### config.mk
export PLATFORM = sky130hd
export DESIGN_NAME = lzwc_front
export DESIGN_NICKNAME = d
export VERILOG_FILES = /design/src/hw/rtl/lzwc_pkg.sv /design/src/hw/rtl/lzwc_front.sv
export SDC_FILE = /design/constraint.sdc
export NUM_CORES = 1
export LEC_CHECK = 0
export BUFFER_PORTS_ARGS = -buffer_cell sky130_fd_sc_hd__buf_4
export CAP_MARGIN = 20
export CELL_PAD_IN_SITES_DETAIL_PLACEMENT = 0
export CELL_PAD_IN_SITES_GLOBAL_PLACEMENT = 1
export CORE_MARGIN = 2
export CORE_UTILIZATION = 40
export DETAILED_ROUTE_END_ITERATION = 6
export PLACE_DENSITY_LB_ADDON = 0.15
export SLEW_MARGIN = 20
export SYNTH_ARGS = -nofsm -noshare
export SYNTH_HDL_FRONTEND = slang
export SYNTH_SLANG_ARGS = --single-unit
### constraint.sdc
create_clock -name clock -period 1.7 [get_ports clock]
set_clock_uncertainty 0.15 [all_clocks]
set_input_delay 0.085 -clock clock [delete_from_list [all_inputs] [get_ports clock]]
set_output_delay 0.085 -clock clock [all_outputs]
set_load 0.05 [all_outputs]
### src/hw/rtl/lzwc_pkg.sv
`default_nettype none
package lzwc_pkg;

   // Default sizing
   localparam int DICT_ENTRIES_DEF  = 4096;
   localparam int MAX_CODE_BITS_DEF = 12;
   localparam int RESET_LIMIT_DEF   = 4092;

   // Fixed codes of the stream
   localparam int CODE_RESET  = 256;
   localparam int CODE_END    = 257;
   localparam int CODE_FIRST  = 258;
   localparam int START_WIDTH = 9;

   // Code width field holds values up to 31
   localparam int WIDTH_W = 5;
   localparam int EPOCH_W = 4;

   typedef struct packed {
      logic [7:0] data_byte;
      logic       last_byte;
   } item_type;

   typedef struct packed {
      logic [WIDTH_W-1:0] width;
      logic               fin;
   } code_ctrl_type;

endpackage
`default_nettype wire

### src/hw/rtl/lzwc_front.sv
`default_nettype none
module lzwc_front (
   input  wire logic              clock,
   input  wire logic              reset,
   input  wire logic              req_valid,
   output logic                   req_stall,
   input  wire logic [7:0]        req_data_byte,
   input  wire logic              req_last_byte,
   output logic                   item_valid,
   output lzwc_pkg::item_type     item,
   input  wire logic              item_pop
);

   lzwc_pkg::item_type slot_ff [2];
   logic       wr_ptr_ff, wr_ptr_in;
   logic       rd_ptr_ff, rd_ptr_in;
   logic [1:0] count_ff, count_in;
   logic       push;
   logic       pop;

   // Two-word queue between the port and the engine
   assign req_stall  = (count_ff == 2'd2);
   assign push       = req_valid && !req_stall;
   assign item_valid = (count_ff != 2'd0);
   assign pop        = item_pop && item_valid;
   assign item       = slot_ff[rd_ptr_ff];

   always_comb begin
      wr_ptr_in = wr_ptr_ff ^ push;
      rd_ptr_in = rd_ptr_ff ^ pop;
      count_in  = count_ff + {1'b0, push} - {1'b0, pop};
   end

   always_ff @(posedge clock) begin
      if (reset) begin
         wr_ptr_ff <= 1'b0;
         rd_ptr_ff <= 1'b0;
         count_ff  <= 2'd0;
      end else begin
         wr_ptr_ff <= wr_ptr_in;
         rd_ptr_ff <= rd_ptr_in;
         count_ff  <= count_in;
      end
   end

   // Store incoming word
   always_ff @(posedge clock) begin
      if (push) begin
         slot_ff[wr_ptr_ff] <= '{data_byte: req_data_byte, last_byte: req_last_byte};
      end
   end

endmodule
`default_nettype wire

After elaboration in Yosys (flattened, before gate mapping)
Memory sizes are Yosys's and may differ from the RTL's. A register that Yosys moved wholly into a read port is not among the register bits.
Index checks and enable logic that the tools add are counted.
{ "word_totals": {"ff_bits": 4, "output_inout_bits": 11, "in_bits": 13, "mem_count": 1, "ram_bits": 18, "wordCells": 16} }
{ "mem_list": {"columns": ["name", "words", "word_bits", "rd", "rd_clocked_by_memory_dff", "wr", "line", "text"], "rows": [
  ["slot_ff", 2, 9, 1, 1, 1, "lzwc_front.sv:14", "lzwc_pkg::item_type slot_ff [2];"]
]} }
{ "classes": {"mux": 3, "n_bitwise": 2, "n_eq_ne": 1, "addsub": 2, "n_reduce_logical": 4} }
{ "ops": {"columns": ["cell", "count"], "rows": [
  ["two-way mux 1 bit", 3],
  ["adder 2 x 1 -> 2 bit", 1],
  ["equality test 2 bit, second input constant", 1],
  ["logical AND 1 bit", 2],
  ["nonzero test 2 bit", 1],
  ["subtractor 2 x 1 -> 2 bit", 1],
  ["XOR 1 bit", 2],
  ["zero test 1 bit", 1]
]} }

Depth between registers and ports, before layout
{ "depth": {"depth_word": 5, "ltp_mapped": 7, "depth_no_buf": 7} }

Worst setup path after synthesis
Ideal clock, no wire load.
{ "synth_path": {"path_kind": "flip-flop to flip-flop", "startpoint": "register count_ff[1]", "endpoint": "register count_ff[1]", "required_ps": 1486, "stages_incl_launch_ff": 8, "period_less_slack_ps": 1513, "arrival_ps": 1298, "slack_ps": 187, "cell_sequence": "dfxtp_1 or2b_1 nand2_1 ha_1 inv_1 ha_1 xnor3_1 nor2_1"} }
{ "synth_via": {"elab_chain_len": 5} }
{ "synth_rtl": {"columns": ["item", "line", "text"], "rows": [
  ["start: declaration", "lzwc_front.sv:17", "logic [1:0] count_ff, count_in;"],
  ["start signal: assignment", "lzwc_front.sv:42", "count_ff <= count_in;"],
  ["equality test 2 bit", "lzwc_front.sv:22", "assign req_stall = (count_ff == 2'd2);"],
  ["zero test 1 bit", "lzwc_front.sv:23", "assign push = req_valid && !req_stall;"],
  ["logical AND 1 bit", "lzwc_front.sv:23", null],
  ["adder 2 x 1 -> 2 bit", "lzwc_front.sv:31", "count_in = count_ff + {1'b0, push} - {1'b0, pop};"],
  ["subtractor 2 x 1 -> 2 bit (*)", "lzwc_front.sv:31", null]
]} }
Every way passes the cells marked *; elsewhere a longest branch is shown, timed or not.
A chain may end at the register's enable or synchronous reset.

Worst setup path in the final report
Same ends and word-level chain as after synthesis.

==> metrics.cfg <==
[synthesis]
post_synth_num_cell_types = 14
largest_family_of_logic_cells_by_synthesized_area = multiplexers
muxShareOfSynthArea = 0.128
synthesis.nets = 68
synth_simple_gate_area_frac = 0.0542
synth-seq-cells = 22
post_synth_instance_area_um2 = 877
synth-compound-area-share = 0.00856
adder_cell_share_of_the_synthesized_area = 0.0571
yosys_warnings = 0
synth-seq-area-share = 0.708
synth.avg_cell_area_um2 = 17.2
synthesis.instances = 51
synthXorXnorAreaFrac = 0.0257

[job]
count_of_max_cap_constraint_violations = 0

[final_layout]
final_cell_mix = buf_4, edfxtp_1, mux2_2, dlygate4sd3_1
antennaDiodeCount = 0
final_nets = 108
layout-drive-gt1-share = 0.478
layout.cells.most_common = buf_4
finalNonFillerCells = 117
syn_to_final_growth_pct = 40.5

[route]
detail_route.vias_per_cell = 4.44
sum_of_routed_wire_length_over_all_layers_mm = 1.33
drt-initial-drc-count = 7
drtAntennaViolNets = 0
route.detailed.drc = 0
drt_first_pass_iters = 2
via_count = 519
routedWlPerCell_um = 11.4

[sta]
timing.setup.tns_ns = 0
tightest_slew_ns = 0.257
setup_viol_count_final = 0
timing.final.max_slew_violations = 0
fmax_mhz = 612
fin_crit_ns = 1.63
timing_hold_violations_final = 0
slew-limit-headroom = 0.828
final.period_utilization = 0.962
rsz0062_at_grt = yes

[worst_setup_path]
setup.worst_path.class = reg -> reg
arrival_ns = 1.73
path_cells = or2b_1 -> nand2_1 -> ha_1 -> inv_1 -> ha_1 -> xnor3_1 -> nor2_1
worst_path_largest_cell_delay_ns = 0.36
worstPathBufferInverterCount = 1
timing.critical_path.to_type = flip-flop
critPathLaunch = count_ff[1]
worst_setup_path_start_kind = flip-flop
rr_startpoint = count_ff[1]
timing.critical_path.slowest_stage_cell = dfxtp_2
worst_path_most_repeated_cell = ha_1
path_delay_family = simple AND/OR/NAND/NOR gates
cp.required_ns = 1.79
critical_path.max_fanout = 4

[clock_network]
tritoncts.num_buffers = 3
cts-root-to-sink-buffers = 2
cts_clk_pin_slew_worst_paths_ns = 0.12
cts_max_level = 1
cts_sinks = 22
cts.root.buffer_cell = clkbuf_4
insertion_delay_ns = 0.30
cts_tree = built

[hold_path]
min_delay_path_class = in -> reg
hold_path_startpoint = item_pop

[power]
p_leak_nw = 0.508
ir_worst_vdd_mv = 0.811
powerDensity_mw_per_mm2 = 1440

[grt]
grt.total_usage = 0.125
grt_first_pass_wirelength_mm = 2.28
number_of_antenna_violations_at_the_first_check_in_global_routing = 0
largest_net_degree_at_the_start_of_global_routing = 13
globalRoute.totalOverflow = 0
first_global_vias = 567

[placed_design]
place.detailed.instances = 102
dp.final_hpwl_um = 917
gp_congestion = 0.704
port-buffer-count = 23

[floorplan]
fp_rows = 16
core_mm2 = 0.00202
fp.dieH_um = 50.8
die_width_um = 50.8
floorplan.initialDensity = 0.434
design.portCount = 24
design.die.area_mm2 = 0.00258

[run_status]
outcome = completed

## layer usage
metal  track usage  vias up  share of wire
li1              -      262              -
met1         0.136      237           0.43
met2         0.226       16           0.51
met3        0.0263        4          0.042
met4        0.0676        0          0.016
met5             0        -              0
## worst reg2reg max path: cells and delay by family (launching register included)
kind	cells	cell delay [ns]
flops	1	0.36
simple gates	3	0.45
buf+inv	1	0.06
fa+ha+maj	2	0.36
xor+xnor	1	0.20
## stage by stage
stage          cell area [µm²]   util  total power [W]  worst slack [ns]  hold WS, ns
2_1_floorplan              877      -          0.00131             0.187      0.00169
3_3_place_gp              1090  0.541          0.00151             0.112        0.121
3_5_place_dp              1090  0.541          0.00152            0.0508        0.124
4_1_cts                   1220  0.604          0.00178            0.0214       0.0266
5_1_grt                   1230  0.610          0.00187           -0.0525       0.0406
6_report                  1230  0.610          0.00177            0.0652       0.0340
## registers in the layout, indices dropped and copies added, names as in the netlist
signal     cells
slot_ff       18
rd_ptr_ff      1
count_ff       2
wr_ptr_ff      1
## cell families after synthesis
| kind of cell | after synthesis |
|---|---|
| fa+ha+maj | 4 |
| compound gates | 1 |
| xor+xnor | 1 |
| mux | 10 |
| flops | 22 |
| buf+inv | 4 |
| simple gates | 9 |
## timing repair
item                       4_1_cts  5_1_grt
setup endpoints to repair        9       10
hold buffers                    10        0
gates resized for setup          1        2
pin swaps                        0        2
buffers inserted                 0        1
hold endpoints to repair        22        0
## synthesized netlist by cell type
library cell,n,share of area
dfxtp_1,4,0.091
inv_1,3,0.013
buf_2,1,0.0057
and2_1,1,0.0071
or2_2,1,0.0071
nand2_1,1,0.0043
edfxtp_1,18,0.62
nor2b_1,2,0.014
mux2_2,10,0.13
nor2_1,3,0.013
or2b_1,1,0.0086
o21a_1,1,0.0086
ha_1,4,0.057
xnor3_1,1,0.026
## worst paths after layout
kind / to / slack (ns) / depth (start not counted)
max: count_ff[1] / 0.07 / 7
min: rd_ptr_ff / 0.03 / 3
max reg2reg: count_ff[1] / 0.07 / 7
min reg2reg: wr_ptr_ff / 0.45 / 3
## layout make-up
class                   count  area [µm²]
inverters                   3        11.3
well taps                  27        33.8
clock inverters             1        3.75
multi-input cells          25         243
repair buffers             36         295
fillers                   166         790
flip-flops and latches     22         623
clock buffers               3        22.5
## report_power, final
group	switching [W]	total (W)	internal, W
sequential	0.0000575	0.000750	0.000692
combinational	0.000460	0.000790	0.000330
clock	0.000145	0.000231	0.0000856
Power figures use the tool's default switching activity.
