File: src/hw/rtl/lzwc_pkg.sv
`default_nettype none
package lzwc_pkg;

   // Default sizing
   localparam int DICT_ENTRIES_DEF  = 4096;
   localparam int MAX_CODE_BITS_DEF = 12;
   localparam int RESET_LIMIT_DEF   = 4092;

   // Fixed codes of the stream
   localparam int CODE_RESET  = 256;
   localparam int CODE_END    = 257;
   localparam int CODE_FIRST  = 258;
   localparam int START_WIDTH = 9;

   // Code width field holds values up to 31
   localparam int WIDTH_W = 5;
   localparam int EPOCH_W = 4;

   typedef struct packed {
      logic [7:0] data_byte;
      logic       last_byte;
   } item_type;

   typedef struct packed {
      logic [WIDTH_W-1:0] width;
      logic               fin;
   } code_ctrl_type;

endpackage
`default_nettype wire

File: src/hw/rtl/lzwc_pack.sv
`default_nettype none
module lzwc_pack #(
   parameter int MAX_CODE_BITS = lzwc_pkg::MAX_CODE_BITS_DEF
) (
   input  wire logic                     clock,
   input  wire logic                     reset,
   input  wire logic                     code_valid,
   input  wire logic [MAX_CODE_BITS-1:0] code,
   input  wire lzwc_pkg::code_ctrl_type  code_ctrl,
   output logic                          code_ready,
   output logic                          rsp_valid,
   input  wire logic                     rsp_stall,
   output logic [7:0]                    rsp_out_byte,
   output logic                          rsp_stream_end
);

   localparam int CODE_W = MAX_CODE_BITS;
   localparam int BUF_W  = CODE_W + 8;
   localparam int CNT_W  = $clog2(BUF_W + 1);

   logic [BUF_W-1:0] buf_ff, buf_in;
   logic [CNT_W-1:0] cnt_ff, cnt_in;
   logic             fin_ff, fin_in;
   logic             valid_ff, valid_in;
   logic [7:0]       byte_ff, byte_in;
   logic             end_ff, end_in;
   logic             out_free;
   logic [BUF_W-1:0] shifted;
   logic [BUF_W-1:0] padded;
   logic [CODE_W-1:0] masked;
   logic [CNT_W-1:0] cnt_less;

   assign out_free   = !valid_ff || !rsp_stall;
   assign code_ready = !fin_ff && (cnt_ff < CNT_W'(8));
   assign masked     = code & ~({CODE_W{1'b1}} << code_ctrl.width);
   assign cnt_less   = cnt_ff - CNT_W'(8);
   assign shifted    = buf_ff >> cnt_less;
   assign padded     = buf_ff << (CNT_W'(8) - cnt_ff);

   assign rsp_valid      = valid_ff;
   assign rsp_out_byte   = byte_ff;
   assign rsp_stream_end = end_ff;

   // Drain full bytes, flush the tail, else take the next code
   always_comb begin
      buf_in   = buf_ff;
      cnt_in   = cnt_ff;
      fin_in   = fin_ff;
      valid_in = valid_ff && rsp_stall;
      byte_in  = byte_ff;
      end_in   = end_ff;
      if (cnt_ff >= CNT_W'(8)) begin
         if (out_free) begin
            valid_in = 1'b1;
            byte_in  = shifted[7:0];
            end_in   = fin_ff && (cnt_less == '0);
            cnt_in   = cnt_less;
            if (cnt_less == '0) begin
               fin_in = 1'b0;
            end
         end
      end else if (fin_ff) begin
         if (cnt_ff == '0) begin
            fin_in = 1'b0;
         end else if (out_free) begin
            valid_in = 1'b1;
            byte_in  = padded[7:0];
            end_in   = 1'b1;
            cnt_in   = '0;
            fin_in   = 1'b0;
         end
      end else if (code_valid) begin
         buf_in = (buf_ff << code_ctrl.width) | BUF_W'(masked);
         cnt_in = cnt_ff + CNT_W'(code_ctrl.width);
         fin_in = code_ctrl.fin;
      end
   end

   always_ff @(posedge clock) begin
      if (reset) begin
         cnt_ff   <= '0;
         fin_ff   <= 1'b0;
         valid_ff <= 1'b0;
      end else begin
         cnt_ff   <= cnt_in;
         fin_ff   <= fin_in;
         valid_ff <= valid_in;
      end
   end

   always_ff @(posedge clock) begin
      buf_ff  <= buf_in;
      byte_ff <= byte_in;
      end_ff  <= end_in;
   end

endmodule
`default_nettype wire

File: config.mk
export PLATFORM = sky130hd
export DESIGN_NAME = lzwc_pack
export DESIGN_NICKNAME = d
export VERILOG_FILES = /design/src/hw/rtl/lzwc_pkg.sv /design/src/hw/rtl/lzwc_pack.sv
export SDC_FILE = /design/constraint.sdc
export NUM_CORES = 1
export LEC_CHECK = 0
export ABC_AREA = 1
export BUFFER_PORTS_ARGS = -buffer_cell sky130_fd_sc_hd__clkbuf_2
export CORE_UTILIZATION = 53
export DETAILED_ROUTE_END_ITERATION = 10
export PLACE_DENSITY = 0.68
export SLEW_MARGIN = 40
export SYNTH_ARGS = -nofsm -noshare
export SYNTH_HDL_FRONTEND = slang
export SYNTH_SLANG_ARGS = --single-unit
File: constraint.sdc
create_clock -name clock -period 4.5 [get_ports clock]
set_input_delay 0.45 -clock clock [delete_from_list [all_inputs] [get_ports clock]]
set_output_delay 0.45 -clock clock [all_outputs]
set_load 0.01 [all_outputs]
* After elaboration in Yosys (flattened, before gate mapping)
Index checks and enable logic that the tools add are counted.
** Storage, ports and cells
- Bits in registers :: 36
- Input port bits :: 22
- Output and inout bits :: 11
- Word-level logic and storage cells :: 68
** Cells by class
- Add/sub/neg operators :: 3
- Magnitude comparators :: 2
- Eq/ne operators :: 5
- Shift operators :: 4
- Mux-type cells :: 27
- Bitwise logic cells :: 5
- Reduce and logical (&&, ||, !) cells :: 16
** Operator list (count)
- 2-to-1 mux 8 bit :: 5
- 2-to-1 mux 5 bit :: 6
- OR 20 x 12 -> 20 bit :: 1
- << shifter 20 x 5 -> 20 bit :: 1
- << shifter 20 x 5 -> 8 bit :: 1
- >> shifter 20 x 5 -> 8 bit :: 1
- 2-to-1 mux 1 bit :: 16
- AND 12 bit :: 1
- inverter 12 bit :: 1
- << shifter 12 x 5 -> 12 bit (first input constant) :: 1
- logical NOT 5 bit :: 2
- AND reduction 4 bit :: 2
- adder 5 bit :: 1
- greater-or-equal comparator 5 x 4 -> 1 bit (second input constant) :: 1
- less-than comparator 5 x 4 -> 1 bit (second input constant) :: 1
- subtractor 4 x 5 -> 5 bit (first input constant) :: 1
- subtractor 5 x 4 -> 5 bit (second input constant) :: 1
- inequality test 2 x 1 -> 1 bit (second input constant) :: 2
- inequality test 2 bit (second input constant) :: 2
- nonzero test 2 bit :: 2
- logical AND 1 bit :: 3
- logical NOT 1 bit :: 3
- inequality test 3 bit (second input constant) :: 1
- AND reduction 3 bit :: 1
- 4 further kinds :: 5

* Logic depth before layout (Yosys ltp)
Gate-level depths: netlist of the first run.
- Depth after elaboration :: 6
- Gate-level depth with buffers :: 12
- Gate-level depth less buffers :: 11

* Worst setup path before layout of the first run
OpenSTA, ideal clock, no wires.
- Path type :: register -> register
- Start point :: reg cnt_ff[3]
- End point :: reg buf_ff[18], enable pin
- Library setup time :: 299 ps
- Arrival time :: 2321 ps
- Required time :: 4201 ps
- Path slack :: 1880 ps
- Cell stages (with the launch flop) :: 8
- Path buffers :: 1
- Cells stage by stage :: dfxtp_1 > inv_1 > clkbuf_1 > ha_1 > nand2_2 > nor2_1 > o21ai_0 > inv_1
** Between the ends
- Cells in the longest elaborated chain, start to end :: 3
** Ends and longest elaborated chain
- from (decl) :: RTL line lzwc_pack.sv:22 : logic [CNT_W-1:0] cnt_ff, cnt_in;
- from (signal assigned) :: RTL line lzwc_pack.sv:85 : cnt_ff <= cnt_in;
- greater-or-equal comparator 5 x 4 -> 1 bit :: RTL line lzwc_pack.sv:52 : if (cnt_ff >= CNT_W'(8)) begin
- inverter 1 bit (no line)
- AND reduction 3 bit (no line)
- to (signal assigned) :: RTL line lzwc_pack.sv:92 : buf_ff <= buf_in;
- to (decl) :: RTL line lzwc_pack.sv:21 : logic [BUF_W-1:0] buf_ff, buf_in;
No other way between the ends.
A chain may end at the register's enable or synchronous reset.

* Worst setup path in the final report of the first run
- Start point :: reg cnt_ff[0]
- End point :: reg byte_ff[3] (netlist: rsp_out_byte[3]), data pin
** Between the ends
- Cells in the longest elaborated chain, start to end :: 6
- Elaborated cells on any way between the ends :: 10
- Those cells by class :: add/sub: 2; order compare: 1; shift: 2; mux: 5
** Ends and longest elaborated chain
- subtractor 4 x 5 -> 5 bit :: RTL line lzwc_pack.sv:38 : assign padded = buf_ff << (CNT_W'(8) - cnt_ff);
- << shifter 20 x 5 -> 8 bit :: RTL line lzwc_pack.sv:38
- 2-to-1 mux 8 bit :: RTL line lzwc_pack.sv:65 : end else if (out_free) begin
- 2-to-1 mux 8 bit :: RTL line lzwc_pack.sv:63 : if (cnt_ff == '0) begin
- 2-to-1 mux 8 bit :: RTL line lzwc_pack.sv:62 : end else if (fin_ff) begin
- 2-to-1 mux 8 bit (*) :: RTL line lzwc_pack.sv:52
- via byte_in[3] :: RTL line lzwc_pack.sv:25 : logic [7:0] byte_ff, byte_in;
- to (signal assigned) :: RTL line lzwc_pack.sv:93 : byte_ff <= byte_in;
- to (decl) :: RTL line lzwc_pack.sv:25
Mark *: on every way through the listed nets, which the timed path passes. The rest lies on a longest branch. The select of a mux whose other input is x is not followed.

==> flow_summary.yaml, run 1 <==
outcome:
  status: "finished with violations"
  violations: "DRC"
power:
  leakage_nw: 1.919
  p_sw_mw: 1.121
  max-vdd-ir-drop_mv: 0.5011
  clock_power_share: 0.138
  swShare: 0.5080
  power_density_nw_per_um2: 575.6
  total_power_mw: 2.206
  internal-power_mw: 1.085
  power_frac_comb: 0.561
  seq_power_share: 0.301
drt:
  wl_met3_um: 889
  drt_wl_total_um: 10530
  routed.top_layer: "met4"
  drc: 2
  dr.pass1.iters: 8
  dr_wl_met2_um: 4582
  vias: 4024
  wire_per_inst_um: 15.11
  drt_iter0_drc: 440
  vias_per_cell: 5.773
  postRouteAntennaNets: 0
  wl_met1_um: 4914
finish:
  drive_gt1_frac: 0.1016
  fin_area_um2: 3832
  fillerInstances: 662
  final_util: 0.5934
  nets: 648
  n_antenna_cell: 0
  layout.cells.non_filler: 697
  final_cell_mix: "nand2_1, nand3_1, inv_1"
  layout_commonest_cell: "nand2_1"
  area_growth_pct: 6.060
clock_network:
  postCtsHoldBufs: 0
  clock_insertion_delay_worst_skew_ps: 300
  clk_path_buf_depth: 2
  post_cts_buffers: 0
  cts_tree: "built"
  root_buffer: "clkbuf_8"
  clock_sinks: 36
  cts.clk_slew.worst_paths_ps: 90
  postCtsResizedCells: 0
  cts_inserted_buffers: 5
  ctsHtreeMaxLevel: 2
floorplan:
  num_io_pins: 33
  die_y_um: 84.57
  start_util: 0.5595
  coreArea_um2: 6459
  die_area_um2: 7152
  fp.dieW_um: 84.57
  rows: 29
sta:
  rsz0062_at_grt: "no"
  fin_crit_sh: 0.5898
  setup_viol: 0
  worst_clock_skew_ps: 10.06
  fmax_mhz: 376.8
  min_period_ps: 2654
  timing.hold.ws_ps: 377.1
  tns_ps: 0
  hold_viol: 0
  worst_slew_pin_slew_ps: 769.9
  setup_ws_ps: 1846
  relSlewSlack: 0.4860
  timing.final.max_slew_violations: 0
grt:
  grtUsageTotal: 0.3157
  antenna_found_initial: 0
  grt_max_degree: 34
  grt_pass1_vias: 3784
  grt_pass1_wl_um: 17770
  grt_overflow_total: 0
logic_synthesis:
  synth_top_area_frac: 0.2753
  synth_top_cell_by_area: "nand2_1"
  yosysSeqAreaShare: 0.2798
  avgSynthCellArea_um2: 6.012
  synthesis.nets: 630
  ys_seq_elements: 36
  synth_cell_types: 35
  synth_area_um2: 3613
  synth.yosys.warnings: 0
  syn-instance-count: 601
  synthTopCellsByArea: "nand2_1, edfxtp_1, nand3_1"
critical_path:
  setup.worst_path.class: "flop to flop"
  critPathArrivalTime_ps: 2710
  worstPathMaxFanout: 24
  cp_common_cell: "nand2_1"
  cp_cell_sequence: "inv_2, ha_1, clkinv_1, nand2_1, nand2_1, nand2_1, nor2_1, nor2_1, nand2_1"
  cp-end-kind: "flop"
  cp-start-kind: "flop"
  slowest_delay_ps: 780
  reg2reg_depth: 9
  crit_required_ps: 4560
  slowest_stage: "dfxtp_1"
placement:
  placed_cell_area_um2: 3715
  placed_cells: 689
  dp_hpwl_um: 8000
  dp_worst_setup_slack_ps: 1724
  routabilityCongestion: 0.9130
  io_buffers: 32
hold_path:
  hold_class: "input pin to flop"
  holdPathStages: 2
run:
  maxCapViolations: 0
-- sequential cells by signal, indices dropped and copies added, names as in the netlist --
register / count
buf_ff: 20
rsp_out_byte: 8
cnt_ff: 5
fin_ff: 1
rsp_stream_end: 1
rsp_valid: 1
-- synth_stat cells --
| cell | n |
|---|---|
| nand3_1 | 116 |
| or2_2 | 2 |
| a31oi_1 | 2 |
| a32o_1 | 1 |
| or2_1 | 4 |
| buf_4 | 3 |
| nand2_2 | 3 |
| nor2_1 | 34 |
| inv_1 | 38 |
| nand2_1 | 265 |
| inv_4 | 1 |
| nand2_4 | 1 |
| o211ai_1 | 5 |
| nand3b_1 | 1 |
| buf_2 | 7 |
| xnor2_1 | 1 |
| nand4_1 | 6 |
| nor2_2 | 2 |
| buf_1 | 1 |
| clkinv_1 | 1 |
| a21oi_1 | 14 |
| o21ai_0 | 20 |
| buf_6 | 8 |
| inv_8 | 1 |
| fa_1 | 1 |
| edfxtp_1 | 29 |
| o311ai_0 | 1 |
| nor2_4 | 3 |
| o21ai_1 | 7 |
| clkbuf_1 | 3 |
| ha_1 | 6 |
| dfxtp_1 | 7 |
| inv_2 | 5 |
| a22oi_1 | 1 |
| nand3_2 | 1 |
-- path summary, 6_finish.rpt --
check	slack, ps	startpoint	end
setup / recovery	1850	cnt_ff[0]	rsp_out_byte[3]
setup reg to reg	1850	cnt_ff[0]	rsp_out_byte[3]
hold / removal	380	reset	cnt_ff[0]
hold reg to reg	550	rsp_valid	rsp_valid
-- power by group through the flow --
| stage | registers [mW] | logic (mW) | clock network, mW |
|---|---|---|---|
| 6_report | 0.663 | 1.24 | 0.304 |
| 5_1_grt | 0.679 | 1.43 | 0.319 |
| 4_1_cts | 0.658 | 1.22 | 0.306 |
| 3_5_place_dp | 0.665 | 1.22 | 0 |
| 3_3_place_gp | 0.660 | 1.20 | 0 |
| 2_1_floorplan | 0.607 | 0.972 | 0 |
-- metal layers --
layer | global-route usage | up-vias
met5 | 0 | -
met1 | 0.4390 | 1816
met3 | 0.07080 | 14
met2 | 0.4915 | 181
met4 | 0.09091 | 0
li1 | - | 2013
-- worst max-delay path: cells and delay by family, from the launching register on --
family	cells	cell delay, ps
flip-flops	1	780
adder cells (fa/ha/maj)	1	510
buffers and inverters	2	600
AND/OR/NAND/NOR	6	490
-- cell type report --
cell class                 count  area [um^2]  area share
tap                           77        96.34     0.02514
inverter                      46        182.7     0.04767
clock inverter                 3        42.54     0.01110
clock buffer                   5        68.82     0.01796
timing repair buffer          33        167.7     0.04375
sequential                    36         1012      0.2641
multi-input combinational    497         2262      0.5903
-- logic make-up (layout without fill, tap and decap cells) --
family | count (synthesis) | after routing | synth area share
adders and majority gates | 7 | 7 | 0.02632
DFF | 36 | 36 | 0.2798
buffers and inverters | 68 | 87 | 0.09557
and+or+nand+nor | 438 | 438 | 0.5180
AOI/OAI and AO/OA | 51 | 51 | 0.07791
xor gates and xnor gates | 1 | 1 | 0.002424
No activity file was read; power rests on OpenSTA's default activity.
==> run 2: changes to the inputs <==
PLACE_DENSITY = 0.71   (was 0.68)
clock period = 2.1 ns   (was 4.5 ns; I/O delays follow)
==> flow_summary.yaml, run 2 (synthesized netlist as in run 1, its figures left out) <==
critical_path:
  cp_cell_sequence: "inv_4, ha_1, clkinv_1, nand2_1, nand2_1, nand2_1, nor2_1, nor2_1, nand2_1"
  setup.worst_path.class: "flop to flop"
  worstPathMaxFanout: 18
  slowest_delay_ps: 420
  slowest_stage: "ha_1"
  cp-start-kind: "flop"
  cp_common_cell: "nand2_1"
  cp-end-kind: "flop"
  crit_required_ps: 2140
  critPathArrivalTime_ps: 1950
placement:
  io_buffers: 32
  routabilityCongestion: 0.9668
  dp_hpwl_um: 8299
  placed_cells: 703
finish:
  top_register: "buf_ff"
  layout_commonest_cell: "nand2_1"
  drive_gt1_frac: 0.1167
  area_growth_pct: 9.245
  nets: 662
  final_cell_mix: "nand2_1, nand3_1, inv_1"
  n_antenna_cell: 0
  layout.cells.non_filler: 711
  largest_register_ffs: 20
floorplan:
  start_util: 0.5595
  coreArea_um2: 6459
  num_io_pins: 33
  die_area_um2: 7152
  die_y_um: 84.57
  fp.dieW_um: 84.57
  rows: 29
clock_network:
  cts.clk_slew.worst_paths_ps: 80
  clk_path_buf_depth: 2
  cts_tree: "built"
  postCtsResizedCells: 0
  cts_inserted_buffers: 5
  postCtsHoldBufs: 0
  root_buffer: "clkbuf_8"
  clock_sinks: 36
  clock_insertion_delay_worst_skew_ps: 300
  ctsHtreeMaxLevel: 2
  post_cts_buffers: 0
grt:
  antenna_found_initial: 0
  grtUsageTotal: 0.3180
  grt_max_degree: 27
  grt_overflow_total: 0
  grt_pass1_vias: 3752
  grt_pass1_wl_um: 17880
drt:
  vias: 4077
  wire_per_inst_um: 14.97
  drc: 0
  dr.pass1.iters: 5
  vias_per_cell: 5.734
  drt_iter0_drc: 333
  drt_wl_total_um: 10650
  postRouteAntennaNets: 0
sta:
  setup_viol: 0
  worst_clock_skew_ps: 11.55
  worst_slew_pin_slew_ps: 552.0
  tns_ps: 0
  timing.final.max_slew_violations: 0
  min_period_ps: 1911
  hold_viol: 0
  fin_crit_sh: 0.9101
  fmax_mhz: 523.3
  relSlewSlack: 0.6315
  rsz0062_at_grt: "no"
power:
  leakage_nw: 1.994
  max-vdd-ir-drop_mv: 0.9488
  power_density_nw_per_um2: 1226
hold_path:
  hold_class: "input pin to flop"
outcome:
  status: "finished, final reports clean"
run:
  maxCapViolations: 0
## run 2: changes by cell type in the layout (fill, tap and decap cells not counted)
cell,before,now
buf_4,1,14
nor2_2,4,2
buf_12,0,1
clkbuf_1,0,1
clkinvlp_4,1,0
dfxtp_1,6,7
dfxtp_2,1,0
nor2_1,32,33
nor2_4,3,4
## run 2: path summary, 6_finish.rpt
| path | to | slack (ps) | depth (start not counted) | from |
|---|---|---|---|---|
| min reg2reg | rsp_valid | 520 | 2 | rsp_valid |
| max | rsp_out_byte[3] | 190 | 9 | cnt_ff[1] |
| min | fin_ff | 160 | 3 | code_ctrl[0] |
| max reg2reg | rsp_out_byte[3] | 190 | 9 | cnt_ff[1] |
## run 2: worst max-delay path: cells and delay by family, from the launching register on
kind	cells	cell delay (ps)
fa+ha+maj	1	420
buf+inv	2	360
flops	1	370
simple gates	6	490
## run 2: area by class of cell
type | instances | area, um^2
tap | 77 | 96.34
inverter | 46 | 182.7
clock buffer | 6 | 72.57
clock inverter | 2 | 35.03
multi-input combinational | 497 | 2265
fill | 669 | 2511
sequential | 36 | 1011
timing repair buffer | 47 | 285.3
## run 2: routing by layer
layer	vias to the layer above	share of wire	wire (um)	track usage
met5	-	0	0	0
met2	200	0.42	4474	0.4937
met3	24	0.085	906	0.06096
li1	2045	-	-	-
met1	1808	0.48	5075	0.4545
met4	0	0.018	191	0.08012
## run 2: power breakdown
group | internal (mW) | switching, mW | leakage (nW)
logic | 0.961 | 1.94 | 1.60
registers | 1.11 | 0.204 | 0.336
clock network | 0.353 | 0.271 | 0.0552
## run 2: stage by stage
stage | cell area, um^2 | utilization | total power [mW] | hold slack (ps) | worst slack (ps)
2_1_floorplan | 3621 | - | 3.392 | 279.1 | 91.52
3_3_place_gp | 3840 | 0.5945 | 4.131 | 462.0 | 307.2
3_5_place_dp | 3840 | 0.5945 | 4.166 | 466.2 | 261.0
4_1_cts | 3948 | 0.6112 | 4.799 | 151.5 | 240.8
5_1_grt | 3948 | 0.6112 | 5.322 | 158.2 | 35.26
6_report | 3948 | 0.6112 | 4.838 | 161.8 | 188.9
